`src/rtl/core/rgbhsv_pkg.sv`:
```
package rgbhsv_pkg;

    // Hue scale: 60 degrees is 3840 units of 1/64 degree.
    localparam logic [11:0] HUE_SIXTH = 12'd3840;
    localparam logic [14:0] HUE_BASE_RED = 15'd0;
    localparam logic [14:0] HUE_BASE_GREEN = 15'd7680;
    localparam logic [14:0] HUE_BASE_BLUE = 15'd15360;
    localparam logic [14:0] HUE_FULL = 15'd23040;
    localparam logic [7:0] SAT_SCALE = 8'd255;

    // One quotient bit per cell; both quotients fit in this many bits.
    localparam int DIV_STEPS = 12;

    typedef struct packed {
        logic [7:0] red;
        logic [7:0] green;
        logic [7:0] blue;
    } rgbhsv_rgb_t;

    typedef struct packed {
        logic [14:0] hue;
        logic [7:0]  saturation;
        logic [7:0]  brightness;
    } rgbhsv_hsv_t;

    // One division in flight: divisor, partial remainder and a register
    // that holds the dividend bits still to come in its upper part and
    // the quotient bits already found in its lower part.
    typedef struct packed {
        logic [7:0]           divisor;
        logic [7:0]           rem;
        logic [DIV_STEPS-1:0] num_quo;
    } rgbhsv_div_t;

    // Everything an item carries down the cell chain.
    typedef struct packed {
        rgbhsv_div_t hue_div;
        rgbhsv_div_t sat_div;
        logic [14:0] base;
        logic        negative;
        logic        gray;
        logic [7:0]  brightness;
    } rgbhsv_work_t;

endpackage

```
`src/rtl/core/rgbhsv_prep.sv`:
```
module rgbhsv_prep
    import rgbhsv_pkg::*;
(
    input  logic         clk,
    input  logic         rst_n,
    input  logic         load,
    input  logic         valid_in,
    input  rgbhsv_rgb_t  pixel,
    output logic         valid,
    output rgbhsv_work_t work
);

    logic         valid_reg;
    rgbhsv_work_t work_reg;
    rgbhsv_work_t work_next;

    logic [7:0]  mx;
    logic [7:0]  mn;
    logic [7:0]  delta;
    logic [7:0]  diff;
    logic [19:0] hue_num;
    logic [19:0] sat_num;

    always_comb
    begin
        mx = pixel.red;
        mn = pixel.red;
        if (pixel.green > mx)
        begin
            mx = pixel.green;
        end
        if (pixel.blue > mx)
        begin
            mx = pixel.blue;
        end
        if (pixel.green < mn)
        begin
            mn = pixel.green;
        end
        if (pixel.blue < mn)
        begin
            mn = pixel.blue;
        end
        delta = mx - mn;

        // Sector of the largest channel; red wins ties, then green.
        priority if (mx == pixel.red)
        begin
            if (pixel.green >= pixel.blue)
            begin
                work_next.base = HUE_BASE_RED;
                work_next.negative = 1'b0;
                diff = pixel.green - pixel.blue;
            end
            else
            begin
                work_next.base = HUE_FULL;
                work_next.negative = 1'b1;
                diff = pixel.blue - pixel.green;
            end
        end
        else if (mx == pixel.green)
        begin
            work_next.base = HUE_BASE_GREEN;
            if (pixel.blue >= pixel.red)
            begin
                work_next.negative = 1'b0;
                diff = pixel.blue - pixel.red;
            end
            else
            begin
                work_next.negative = 1'b1;
                diff = pixel.red - pixel.blue;
            end
        end
        else
        begin
            work_next.base = HUE_BASE_BLUE;
            if (pixel.red >= pixel.green)
            begin
                work_next.negative = 1'b0;
                diff = pixel.red - pixel.green;
            end
            else
            begin
                work_next.negative = 1'b1;
                diff = pixel.green - pixel.red;
            end
        end

        hue_num = 20'(diff) * 20'(HUE_SIXTH);
        sat_num = 20'(delta) * 20'(SAT_SCALE);

        work_next.gray = (delta == 8'd0);
        work_next.brightness = mx;

        // A gray pixel divides by one so that the chain never sees zero;
        // its quotients are discarded at the end.
        work_next.hue_div.divisor = work_next.gray ? 8'd1 : delta;
        work_next.hue_div.rem = hue_num[19:DIV_STEPS];
        work_next.hue_div.num_quo = hue_num[DIV_STEPS-1:0];
        work_next.sat_div.divisor = work_next.gray ? 8'd1 : mx;
        work_next.sat_div.rem = sat_num[19:DIV_STEPS];
        work_next.sat_div.num_quo = sat_num[DIV_STEPS-1:0];
    end

    always_ff @(posedge clk or negedge rst_n)
    begin
        if (!rst_n)
        begin
            valid_reg <= 1'b0;
        end
        else if (load)
        begin
            valid_reg <= valid_in;
        end
    end

    always_ff @(posedge clk)
    begin
        if (load && valid_in)
        begin
            work_reg <= work_next;
        end
    end

    assign valid = valid_reg;
    assign work = work_reg;

endmodule

```
`src/rtl/core/rgbhsv_cell.sv`:
```
module rgbhsv_cell
    import rgbhsv_pkg::*;
(
    input  logic         clk,
    input  logic         rst_n,
    input  logic         load,
    input  logic         valid_in,
    input  rgbhsv_work_t work_in,
    output logic         valid,
    output rgbhsv_work_t work
);

    logic         valid_reg;
    rgbhsv_work_t work_reg;
    rgbhsv_work_t work_next;

    // One restoring division step: bring down the next dividend bit,
    // subtract the divisor if it fits, and shift in the quotient bit.
    function automatic rgbhsv_div_t div_step(input rgbhsv_div_t d);
        rgbhsv_div_t r;
        logic [8:0]  trial;
        logic [8:0]  diff;
        logic        fits;
        trial = {d.rem, d.num_quo[DIV_STEPS-1]};
        diff = trial - {1'b0, d.divisor};
        fits = (trial >= {1'b0, d.divisor});
        r.divisor = d.divisor;
        r.rem = fits ? diff[7:0] : trial[7:0];
        r.num_quo = {d.num_quo[DIV_STEPS-2:0], fits};
        return r;
    endfunction

    always_comb
    begin
        work_next = work_in;
        work_next.hue_div = div_step(work_in.hue_div);
        work_next.sat_div = div_step(work_in.sat_div);
    end

    always_ff @(posedge clk or negedge rst_n)
    begin
        if (!rst_n)
        begin
            valid_reg <= 1'b0;
        end
        else if (load)
        begin
            valid_reg <= valid_in;
        end
    end

    always_ff @(posedge clk)
    begin
        if (load && valid_in)
        begin
            work_reg <= work_next;
        end
    end

    assign valid = valid_reg;
    assign work = work_reg;

endmodule

```
`src/rtl/core/rgb_to_hsv_pixel.sv`:
```
// Channel | Signals                    | Direction | Item
// --------+----------------------------+-----------+------------------------------
// rgb     | rgb_valid, rgb_stall, rgb  | input     | red, green, blue (8 bits each)
// hsv     | hsv_valid, hsv_stall, hsv  | output    | hue (15), saturation, brightness
//
// The block takes one item per clock and returns one item per clock while hsv
// is not stalled. There is one preparation stage, twelve division cells that each
// produce one quotient bit of both divisions, and the output register.
// Reset (rst_n low, asynchronous) empties every stage; payload is not cleared.
// A stall on hsv holds the output register; stages behind it keep moving while
// an empty stage lies ahead of them, so rgb_stall rises only when the whole
// chain is full.
module rgb_to_hsv_pixel
    import rgbhsv_pkg::*;
(
    input  logic        clk,
    input  logic        rst_n,
    input  logic        rgb_valid,
    output logic        rgb_stall,
    input  rgbhsv_rgb_t rgb,
    output logic        hsv_valid,
    input  logic        hsv_stall,
    output rgbhsv_hsv_t hsv
);

    // Stage 0 is the preparation stage, stages 1 to DIV_STEPS are cells, and
    // the last stage is the output register.
    localparam int LAST = DIV_STEPS + 1;

    logic         stage_valid [0:DIV_STEPS];
    rgbhsv_work_t stage_work  [0:DIV_STEPS];
    logic [LAST:0] load;

    logic        out_valid_reg;
    rgbhsv_hsv_t out_reg;
    rgbhsv_hsv_t out_next;

    // A stage loads when it is empty or when its item moves on this cycle.
    always_comb
    begin
        load[LAST] = !out_valid_reg || !hsv_stall;
        for (int i = DIV_STEPS; i >= 0; i--)
        begin
            load[i] = !stage_valid[i] || load[i+1];
        end
    end

    assign rgb_stall = !load[0];

    rgbhsv_prep u_prep (
        .clk      (clk),
        .rst_n    (rst_n),
        .load     (load[0]),
        .valid_in (rgb_valid),
        .pixel    (rgb),
        .valid    (stage_valid[0]),
        .work     (stage_work[0])
    );

    for (genvar k = 1; k <= DIV_STEPS; k++)
    begin : g_cell
        rgbhsv_cell u_cell (
            .clk      (clk),
            .rst_n    (rst_n),
            .load     (load[k]),
            .valid_in (stage_valid[k-1]),
            .work_in  (stage_work[k-1]),
            .valid    (stage_valid[k]),
            .work     (stage_work[k])
        );
    end

    // After the last cell both registers hold whole quotients. The hue
    // quotient never exceeds one sector, so the add or subtract stays in range.
    always_comb
    begin
        out_next.brightness = stage_work[DIV_STEPS].brightness;
        if (stage_work[DIV_STEPS].gray)
        begin
            out_next.hue = 15'd0;
            out_next.saturation = 8'd0;
        end
        else
        begin
            if (stage_work[DIV_STEPS].negative)
            begin
                out_next.hue = stage_work[DIV_STEPS].base
                    - 15'(stage_work[DIV_STEPS].hue_div.num_quo);
            end
            else
            begin
                out_next.hue = stage_work[DIV_STEPS].base
                    + 15'(stage_work[DIV_STEPS].hue_div.num_quo);
            end
            out_next.saturation = stage_work[DIV_STEPS].sat_div.num_quo[7:0];
        end
    end

    always_ff @(posedge clk or negedge rst_n)
    begin
        if (!rst_n)
        begin
            out_valid_reg <= 1'b0;
        end
        else if (load[LAST])
        begin
            out_valid_reg <= stage_valid[DIV_STEPS];
        end
    end

    always_ff @(posedge clk)
    begin
        if (load[LAST] && stage_valid[DIV_STEPS])
        begin
            out_reg <= out_next;
        end
    end

    assign hsv_valid = out_valid_reg;
    assign hsv = out_reg;

    // Hue always stays below a full turn.
    a_hue_range: assert property (@(posedge clk) disable iff (!rst_n)
        hsv_valid |-> (hsv.hue < HUE_FULL))
        else $error("hue out of range");

    // A black pixel is gray: no hue and no saturation.
    a_black_gray: assert property (@(posedge clk) disable iff (!rst_n)
        (hsv_valid && (hsv.brightness == 8'd0)) |->
            ((hsv.hue == 15'd0) && (hsv.saturation == 8'd0)))
        else $error("black pixel with hue or saturation");

    // The input side is held off only while the first stage is occupied.
    a_stall_full: assert property (@(posedge clk) disable iff (!rst_n)
        rgb_stall |-> stage_valid[0])
        else $error("input stalled with empty first stage");

    // An accepted item lands in the first stage.
    a_accept_lands: assert property (@(posedge clk) disable iff (!rst_n)
        (rgb_valid && !rgb_stall) |=> stage_valid[0])
        else $error("accepted item lost at first stage");

endmodule

```
`config.mk`:
```
export PLATFORM = sky130hd
export DESIGN_NAME = rgb_to_hsv_pixel
export DESIGN_NICKNAME = d
export VERILOG_FILES = /design/src/rtl/core/rgbhsv_pkg.sv /design/src/rtl/core/rgbhsv_prep.sv /design/src/rtl/core/rgbhsv_cell.sv /design/src/rtl/core/rgb_to_hsv_pixel.sv
export SDC_FILE = /design/constraint.sdc
export NUM_CORES = 1
export LEC_CHECK = 0
export BUFFER_PORTS_ARGS = -buffer_cell sky130_fd_sc_hd__buf_2
export CORE_MARGIN = 3
export CORE_UTILIZATION = 30
export CTS_BUF_LIST = sky130_fd_sc_hd__clkbuf_4 sky130_fd_sc_hd__clkbuf_8 sky130_fd_sc_hd__clkbuf_16
export DETAILED_ROUTE_END_ITERATION = 6
export MAX_ROUTING_LAYER = met4
export SLEW_MARGIN = 20
export SYNTH_ARGS = -nofsm -noshare
export SYNTH_HDL_FRONTEND = slang
export SYNTH_SLANG_ARGS = --single-unit
```
`constraint.sdc`:
```
create_clock -name clk -period 7.25 [get_ports clk]
set_input_delay 0 -clock clk [delete_from_list [all_inputs] [get_ports clk]]
set_output_delay 0 -clock clk [all_outputs]
set_load 0.03 [all_outputs]
```
==> results of run 1 <==
==> how the worst min path moves through the flow <==
stage | from | to | slack, ns
2_1_floorplan | rst_n | g_cell[10].u_cell.valid | -0.30
3_3_place_gp | rst_n | hsv_valid | -0.05
3_5_place_dp | rst_n | hsv_valid | -0.05
4_1_cts | rgb[7] | u_prep.work[7] | 0.002
5_1_grt | rgb[7] | u_prep.work[7] | 0.02
6_report | rgb[7] | u_prep.work[7] | 0.04
==> worst reg2reg max path: stages (launching register included) <==
cell and delay (ns):
dfrtp_1 0.47, nand4_1 0.24, inv_1 0.13, and3_1 0.26, and2_1 0.35, and3_1 0.37, nand4_1 0.20, nor2_1 0.34
nand3_1 0.22, and2_2 0.42, buf_4 0.35
==> synth_stat cells (43+ instances only) <==
library cell,n
nand2b_1,77
a21oi_1,97
and2_1,54
edfxtp_1,808
xor2_1,58
nor2_1,154
o21ai_0,248
inv_1,386
a21o_1,64
ha_1,320
o31ai_1,43
nand2_1,171
xnor2_1,102
fa_1,62
mux2i_1,45
nor2b_1,84
nand4_1,45
==> kinds of logic after synthesis <==
logic type               after synthesis  synth area share (%)
flip-flops                           822                  60.9
AND/OR/NAND/NOR                      653                  8.15
AO/OA/AOI/OAI                        559                  8.62
buffers and inverters                429                  4.04
adder cells (fa/ha/maj)              383                  13.0
XOR/XNOR                             163                  3.63
multiplexers                          63                  1.63
==> final cells by class <==
| type | count | area (um2) | area share (%) |
|---|---|---|---|
| multi-input combinational | 1821 | 14800 | 30.8 |
| sequential | 822 | 24600 | 51.3 |
| inverter | 388 | 1470 | 3.06 |
| clock buffer | 109 | 2330 | 4.85 |
| tap | 1768 | 2210 | 4.61 |
| antenna | 1 | 2.50 | 0.00522 |
| timing repair buffer | 285 | 2060 | 4.30 |
| clock inverter | 44 | 502 | 1.05 |
==> through the flow <==
stage               hold WS, ns  cell area [um2]  TNS [ns]
global route             0.0233            48000    -0.393
global placement        -0.0468            44600     -2.35
CTS                     0.00180            47500         0
finish                   0.0416            48000         0
floorplan                -0.296            40700    -0.514
detailed placement      -0.0459            44600     -2.90
==> layer usage <==
layer	wire length (um)	share of wire (%)
met5	0	0
met1	30000	45
met3	2550	3.8
met2	33100	49
met4	1560	2.3
==> what timing repair did <==
action | in CTS | in global routing
resized for setup | 1 | 83
hold buffers | 6 | 0
pin swaps | 0 | 46
setup endpoints to repair | 1 | 10
buffers inserted | 0 | 14
endpoints found under the hold margin | 47 | 0
==> impl_metrics.yaml, run 1 <==
run_status:
  status: "finished clean"
global_routing:
  gr-total-overflow: 0
  busiest_layer: "met2"
  grt_pass1_wl_mm: 111
  gr-usage-all-layers_pct: 9.76
  gr-usage-met3_pct: 1.64
  grt_pass1_vias: 22765
  grt_use_met2_pct: 16.7
  antenna_found_initial: 1
  grt_max_degree: 67
  use_met1_pct: 11.9
critical_path:
  crit_type: "in -> reg"
  critical_path.max_stage_delay_ns: 0.56
  setup.worst_path.end_class: "flop"
  startpoint: "rgb[15]"
  r2r-start: "hsv_valid"
  reg2reg_to: "u_prep.work[52]"
  critPathRequiredTime_ns: 7.62
  cp_max_fo: 6
  arrival_ns: 7.52
  crit_top_cell: "buf_4"
  crit_cells: 43
  crit_end: "u_prep.work[40]"
  ff2ff_path_depth: 10
  crit_path_start_kind: "input port"
  worst-path-buf-inv: 12
  ff2ff_setup_slack_ns: 3.58
  crit_family: "compound AO/OA/AOI/OAI gates"
  crit_slowest_cell: "fa_1"
cts:
  worstSkewPairLatency_ns: 0.63
  clock-sinks: 822
  cts-buffers-inserted: 85
  h-tree-depth: 3
  cts_tree: "built"
  cts_buffer_depth: 3
  cts.clk_slew.worst_paths_ns: 0.06
  cts_root_buf: "clkbuf_16"
layout:
  areaGrowthSynthToFinish_pct: 18.7
  final_nets: 3813
  nFillCells: 12735
  largest_reg_flops: 718
  drive_gt1_share_pct: 16.2
  final_cell_mix: "808 x edfxtp_1, 369 x inv_1, 300 x ha_1"
  layout_commonest_cell: "edfxtp_1"
  fin_util_pct: 35.9
  stdcell_count: 5238
floorplan:
  dieArea_mm2: 0.139
  initial_utilization_pct: 30.2
  io_pins: 61
  die_h_um: 373
  rows: 134
  die_x_um: 373
  core_mm2: 0.134
routing:
  drc_errors: 0
  drt_pre_antenna_iters: 5
  wire_per_inst_um: 12.8
  ant_nets: 0
  vias_per_cell: 4.35
  routed_wl_mm: 67.3
  dr_total_vias: 22775
  drtIter0Drc: 963
sta:
  final.min_clock_period_ns: 7.16
  fmaxAchievable_mhz: 140
  period_share_pct: 98.7
  maxSlewHeadroom_pct: 36.0
  rsz0062_at_grt: "yes"
  hold_viol: 0
  drv_slew: 0
  fin_ws_ns: 0.0944
  tightest_slew_ns: 0.958
  finClkSkew_ns: 0.0294
  final-setup-viol-count: 0
hold_path:
  min_delay_path_depth: 4
  min_path_type: "in -> reg"
placed_design:
  pre_cts_slack_ns: -0.644
  dp_hpwl_mm: 50.8
  dp.cells: 5063
  io_buffers: 60
  routabilityCongestion: 0.878
yosys:
  synth_nets: 3482
  syn_avg_cell_area_um2: 13.2
  synth.distinct_cells: 72
  yosysTopAreaCell: "edfxtp_1"
  synth_top_area_share_pct: 60.1
  synth.ff_latch_count: 822
  synth_area_mm2: 0.0404
  netlist_top_cells_area: "edfxtp_1 60%, ha_1 9.9%, inv_1 3.6%, fa_1 3.1%, o21ai_0 3.1%"
  syn_inst: 3072
  synth_edf_count: 808
  yosysWarnings: 0
  synth_flop_cell: "edfxtp_1"
  async_reset_ff_share_pct: 1.70
  yosysSeqAreaShare_pct: 60.9
flow_run:
  max-cap-violations: 0
Power of run 1 is left out: the tool's default activity adds up to more than one toggle a clock period on the data nets, which glitch-free logic cannot reach.
==> run 2, diff against run 1 <==
--- a/config.mk
+++ b/config.mk
@@ -5,12 +5,14 @@
 export SDC_FILE = /design/constraint.sdc
 export NUM_CORES = 1
 export LEC_CHECK = 0
+export ABC_AREA = 1
 export BUFFER_PORTS_ARGS = -buffer_cell sky130_fd_sc_hd__buf_2
 export CORE_MARGIN = 3
 export CORE_UTILIZATION = 30
 export CTS_BUF_LIST = sky130_fd_sc_hd__clkbuf_4 sky130_fd_sc_hd__clkbuf_8 sky130_fd_sc_hd__clkbuf_16
 export DETAILED_ROUTE_END_ITERATION = 6
 export MAX_ROUTING_LAYER = met4
+export REMOVE_ABC_BUFFERS = 1
 export SLEW_MARGIN = 20
 export SYNTH_ARGS = -nofsm -noshare
 export SYNTH_HDL_FRONTEND = slang
==> run 2 against run 1 <==
Non-clock buffer count fell by 16. Utilization fell by 0.17 points. Area after synthesis shrank 0.12%. Count of clock-buffer cells in the layout fell by 5. Worst setup slack improved by 0.24 ns. Global-route usage grew 0.51 points. First-iteration DRC count grew 28%. Final cell count is 5.8% higher. Register-to-register slack got worse by 0.58 ns. Design area decreased by 1.4%. Flip-flop and latch count stayed put. Via count up 4.8%. Critical endpoint unchanged.
==> impl_metrics.yaml, run 2 <==
yosys:
  yosys.area_share.adder_pct: 13.0
  synth_edf_count: 808
  muxShareOfSynthArea_pct: 0.205
  yosysSeqAreaShare_pct: 61.0
  synthTopCellsByCount: "808 x edfxtp_1, 543 x inv_1, 367 x nand2_1"
  synth_compound_area_share_pct: 7.10
  async_reset_ff_share_pct: 1.70
  netlist_top_cells_area: "edfxtp_1 60%, ha_1 9.9%, inv_1 5.1%, nand2_1 3.4%, a21oi_1 3.3%"
  yosysWarnings: 0
  synth_most_common_cell: "edfxtp_1"
  synth_top_area_share_pct: 60.1
  synth.distinct_cells: 55
  yosysTopAreaCell: "edfxtp_1"
  synth_area_mm2: 0.0404
  synth_flop_cell: "edfxtp_1"
  synth.ff_latch_count: 822
  synth-simple-area-share_pct: 9.41
  synth_xor_area_share_pct: 3.82
  syn_inst: 3393
  synth_top_family_by_area: "adder cells"
  syn_avg_cell_area_um2: 11.9
sta:
  fmaxAchievable_mhz: 145
  fin_setup_tns_ns: 0
  tightest_slew_ns: 1.04
  maxSlewHeadroom_pct: 30.3
  final.min_clock_period_ns: 6.91
  final-setup-viol-count: 0
  hold_viol: 0
  drv_slew: 0
  rsz0062_at_grt: "no"
  period_share_pct: 95.4
  finClkSkew_ns: 0.0203
routing:
  vias_per_cell: 4.31
  ant_nets: 0
  wire_per_inst_um: 12.5
  dr_total_vias: 23871
  drc_errors: 0
  drtIter0Drc: 1229
  routed_wl_mm: 69.1
  drt_pre_antenna_iters: 5
cts:
  cts_root_buf: "clkbuf_16"
  cts-buffers-inserted: 85
  cts_tree: "built"
  clock-sinks: 822
  cts.clk_slew.worst_paths_ns: 0.06
  worstSkewPairLatency_ns: 0.61
  cts_buffer_depth: 3
  h-tree-depth: 3
layout:
  final_cell_mix: "808 x edfxtp_1, 535 x inv_1, 363 x nand2_1"
  nFillCells: 12839
  finish.instance_area_mm2: 0.0473
  multiInputGateArea_mm2: 0.0138
  drive_gt1_share_pct: 13.0
  regArea_mm2: 0.0246
  final_nets: 4126
  largest_reg_flops: 718
  diodes: 0
  layout_commonest_cell: "edfxtp_1"
  areaGrowthSynthToFinish_pct: 17.2
hold_path:
  min_path_type: "in -> reg"
placed_design:
  dp_hpwl_mm: 51.9
  routabilityCongestion: 0.902
  placed_area_mm2: 0.0442
  io_buffers: 60
global_routing:
  gr-total-overflow: 0
  gr-usage-all-layers_pct: 10.3
  antenna_found_initial: 0
  grt_pass1_vias: 24410
  grt_pass1_wl_mm: 117
  grt_max_degree: 67
critical_path:
  setup.worst_path.end_class: "flop"
  cp_max_fo: 8
  crit_type: "in -> reg"
  critPathRequiredTime_ns: 7.61
  crit_path_start_kind: "input port"
  arrival_ns: 7.27
  crit_top_cell: "inv_1"
  ff2ff_setup_slack_ns: 3.00
  crit_slowest_cell: "fa_1"
  critical_path.max_stage_delay_ns: 0.54
floorplan:
  die_h_um: 373
  die_x_um: 373
  core_mm2: 0.132
  io_pins: 61
  initial_utilization_pct: 30.5
  dieArea_mm2: 0.139
  rows: 133
flow_run:
  max-cap-violations: 0
run_status:
  status: "finished clean"
[run 2: changes by cell type in the layout (fill, tap and decap cells not counted), moves of 80 or more]
cell,before,now
nor2_1,149,346
nand2_1,169,363
a21oi_1,83,260
inv_1,369,535
o21ai_0,237,145
nor2b_1,80,0
[run 2: repair_timing]
| item | 4_1_cts | 5_1_grt |
|---|---|---|
| setup buffers | 0 | 4 |
| hold buffers | 6 | 0 |
| pin swaps | 0 | 16 |
| setup endpoints to repair | 1 | 8 |
| endpoints found under the hold margin | 20 | 0 |
| gates resized for setup | 1 | 44 |
[run 2: stage by stage]
stage,setup slack (ns),cells,hold slack (ns),utilization (%)
final,0.336,5541,0.0816,35.7
after floorplan,-0.339,3360,-0.296,-
after CTS,0.0595,5536,0.0134,35.6
after global routing,0.00574,5541,0.0436,35.7
after global placement,-0.475,5371,-0.0787,33.4
after detailed placement,-0.700,5373,-0.0776,33.4
[run 2: cell families after synthesis]
group                      after synthesis
DFF                                    822
adders and majority gates              382
AOI/OAI and AO/OA                      520
buffers and inverters                  581
xor gates and xnor gates               175
muxes                                    8
and+or+nand+nor                        905
[run 2: path summary, 6_finish.rpt]
check,from,cells past startpoint,to
min in group asynchronous,rst_n,3,u_prep.valid
worst min register to register,u_prep.work[8],0,g_cell[1].u_cell.work[8]
worst min-delay path,rgb[4],4,u_prep.work[4]
max in group asynchronous,rst_n,3,g_cell[8].u_cell.valid
worst max register to register,hsv_valid,30,u_prep.work[50]
worst max-delay path,rgb[8],45,u_prep.work[40]
[run 2: area by class of cell]
cell class,instances,share of cell area [%]
Timing Repair Buffer,269,4.01
Inverter,548,4.35
Tap cell,1755,4.64
Clock inverter,53,1.04
Multi-Input combinational cell,1990,29.1
Clock buffer,104,4.86
Sequential cell,822,52.0
[run 2: per-layer routing]
metal	GRT usage, %	routed length, um	vias up
li1	-	-	12306
met1	12.2	30700	11103
met2	17.9	34400	328
met3	1.65	2160	134
met4	3.04	1850	0
met5	-	0	-
[run 2: critical path: cells and delay by family]
| kind | cells | cell delay, ns |
|---|---|---|
| adder cells (fa/ha/maj) | 10 | 3.70 |
| AND/OR/NAND/NOR | 14 | 1.13 |
| AO/OA/AOI/OAI | 7 | 1.02 |
| buffers and inverters | 11 | 0.99 |
| XOR/XNOR | 3 | 0.43 |
Power of run 2 is left out for the same reason.
==> run 3, diff against run 2 <==
--- a/config.mk
+++ b/config.mk
@@ -11,7 +11,6 @@
 export CORE_UTILIZATION = 30
 export CTS_BUF_LIST = sky130_fd_sc_hd__clkbuf_4 sky130_fd_sc_hd__clkbuf_8 sky130_fd_sc_hd__clkbuf_16
 export DETAILED_ROUTE_END_ITERATION = 6
-export MAX_ROUTING_LAYER = met4
 export REMOVE_ABC_BUFFERS = 1
 export SLEW_MARGIN = 20
 export SYNTH_ARGS = -nofsm -noshare
==> run 3 against run 2 <==
Final cell count hardly changed. Clock skew up 0.0021 ns. Fmax is 0.50% higher. Design area grew 0.24%. Sequential share of layout area fell by 0.13 points. Critical path depth decreased by 1. Register-to-register slack barely moved. Worst setup slack improved by 0.035 ns. Die area did not move. Non-clock buffer count is 1 lower. Count of clock-buffer cells in the layout is 4 lower. Utilization grew 0.087 points. Largest cell class unchanged. Highest routed layer unchanged.
==> impl_metrics.yaml, run 3 (synthesized netlist as in run 2, its figures left out) <==
critical_path:
  ff2ff_setup_slack_ns: 3.00
  crit_top_cell: "inv_1"
  crit_path_start_kind: "input port"
  arrival_ns: 7.24
  r2r-start: "hsv_valid"
  critical_path.max_stage_delay_ns: 0.54
  setup.worst_path.end_class: "flop"
  ff2ff_path_depth: 30
  cp_max_fo: 7
  crit_slowest_cell: "fa_1"
  startpoint: "rgb[8]"
  reg2reg_to: "u_prep.work[51]"
  crit_type: "in -> reg"
  critPathRequiredTime_ns: 7.61
placed_design:
  routabilityCongestion: 0.874
  dp.cells: 5374
  dp_hpwl_mm: 51.4
  io_buffers: 60
floorplan:
  initial_utilization_pct: 30.5
  rows: 133
  io_pins: 61
  core_mm2: 0.132
  dieArea_mm2: 0.139
  die_h_um: 373
  die_x_um: 373
cts:
  cts-buffers-inserted: 85
  cts_tree: "built"
  clock-sinks: 822
  cts_root_buf: "clkbuf_16"
  cts.clk_slew.worst_paths_ns: 0.06
  cts_buffer_depth: 3
  h-tree-depth: 3
  worstSkewPairLatency_ns: 0.62
hold_path:
  min_path_type: "in -> reg"
  min_to: "u_prep.work[4]"
  min_delay_path_depth: 4
  worstHoldStart: "rgb[4]"
sta:
  final.min_clock_period_ns: 6.88
  finClkSkew_ns: 0.0224
  final-setup-viol-count: 0
  fmaxAchievable_mhz: 145
  tightest_slew_ns: 0.911
  period_share_pct: 94.9
  maxSlewHeadroom_pct: 39.2
  drv_slew: 0
  hold_viol: 0
flow_run:
  max-cap-violations: 0
layout:
  areaGrowthSynthToFinish_pct: 17.5
  stdcell_count: 5540
  drive_gt1_share_pct: 13.4
  layout_commonest_cell: "edfxtp_1"
  largest_reg_flops: 718
  final_cell_mix: "808 x edfxtp_1, 536 x inv_1, 362 x nand2_1"
  fin_util_pct: 35.8
  final_nets: 4125
  nFillCells: 12885
  diodes: 0
global_routing:
  grt_pass1_wl_mm: 116
  antenna_found_initial: 0
  grt_max_degree: 66
  gr-total-overflow: 0
  gr-usage-all-layers_pct: 9.92
  grt_pass1_vias: 23971
routing:
  met2WireLength_mm: 34.0
  drc_errors: 0
  drtIter0Drc: 1237
  routed_wl_mm: 69.0
  dr.max_layer_used: "met4"
  vias_per_cell: 4.31
  drt_pre_antenna_iters: 6
  wl_met3_mm: 2.39
  dr_total_vias: 23905
  ant_nets: 0
  wire_per_inst_um: 12.5
  wl_met1_mm: 30.5
run_status:
  status: "finished clean"
[run 3: changes by cell type in the layout (fill, tap and decap cells not counted), sizes merged]
cell / change
clkinvlp: +5
clkinv: -5
clkbuf: -4
inv: +2
buf: -1
bufinv: +2
[run 3: cell type report]
type | count | area (um2) | share of cell area, %
clock buffer | 100 | 2290 | 4.82
clock inverter | 57 | 616 | 1.30
inverter | 548 | 2060 | 4.34
multi-input combinational | 1990 | 13800 | 29.0
sequential | 822 | 24600 | 51.9
tap | 1755 | 2200 | 4.63
timing repair buffer | 268 | 1890 | 3.98
[run 3: through the flow]
step                      cell area [um2]  setup TNS [ns]  hold slack (ns)  setup WS [ns]
final                               47400               0           0.0597          0.370
after global routing                47400       -0.000191           0.0332      -0.000191
after CTS                           47200               0          0.00817         0.0277
after detailed placement            44300           -2.83          -0.0711         -0.674
after global placement              44200           -1.70          -0.0782         -0.517
after floorplan                     40200          -0.591           -0.296         -0.339
[run 3: per-layer routing]
| layer | GRT usage [%] | vias up |
|---|---|---|
| li1 | - | 12304 |
| met3 | 1.83 | 140 |
| met1 | 12.2 | 11119 |
| met5 | 0 | - |
| met4 | 3.27 | 0 |
| met2 | 17.5 | 342 |
[run 3: worst max-delay path: cells and delay by family]
family	cells	cell delay (ns)
buffers and inverters	9	0.76
adder cells (fa/ha/maj)	10	3.70
AND/OR/NAND/NOR	14	1.19
XOR/XNOR	3	0.48
AO/OA/AOI/OAI	8	1.11
[run 3: worst max path at each step]
stage | endpoint | slack, ns | cells past startpoint
after floorplan | u_prep.work[40] | -0.34 | 45
after global placement | u_prep.work[40] | -0.52 | 44
after detailed placement | u_prep.work[40] | -0.67 | 42
after CTS | u_prep.work[40] | 0.03 | 49
after global routing | u_prep.work[40] | -0.0002 | 52
final | u_prep.work[40] | 0.37 | 44
[run 3: what timing repair did]
action	4_1_cts	5_1_grt
endpoints found under the hold margin	27	0
setup endpoints to repair	1	9
pin swaps	0	17
cloned	0	0
buffers inserted	0	2
gates resized for setup	1	47
hold buffers	6	0
Power of run 3 is left out for the same reason.
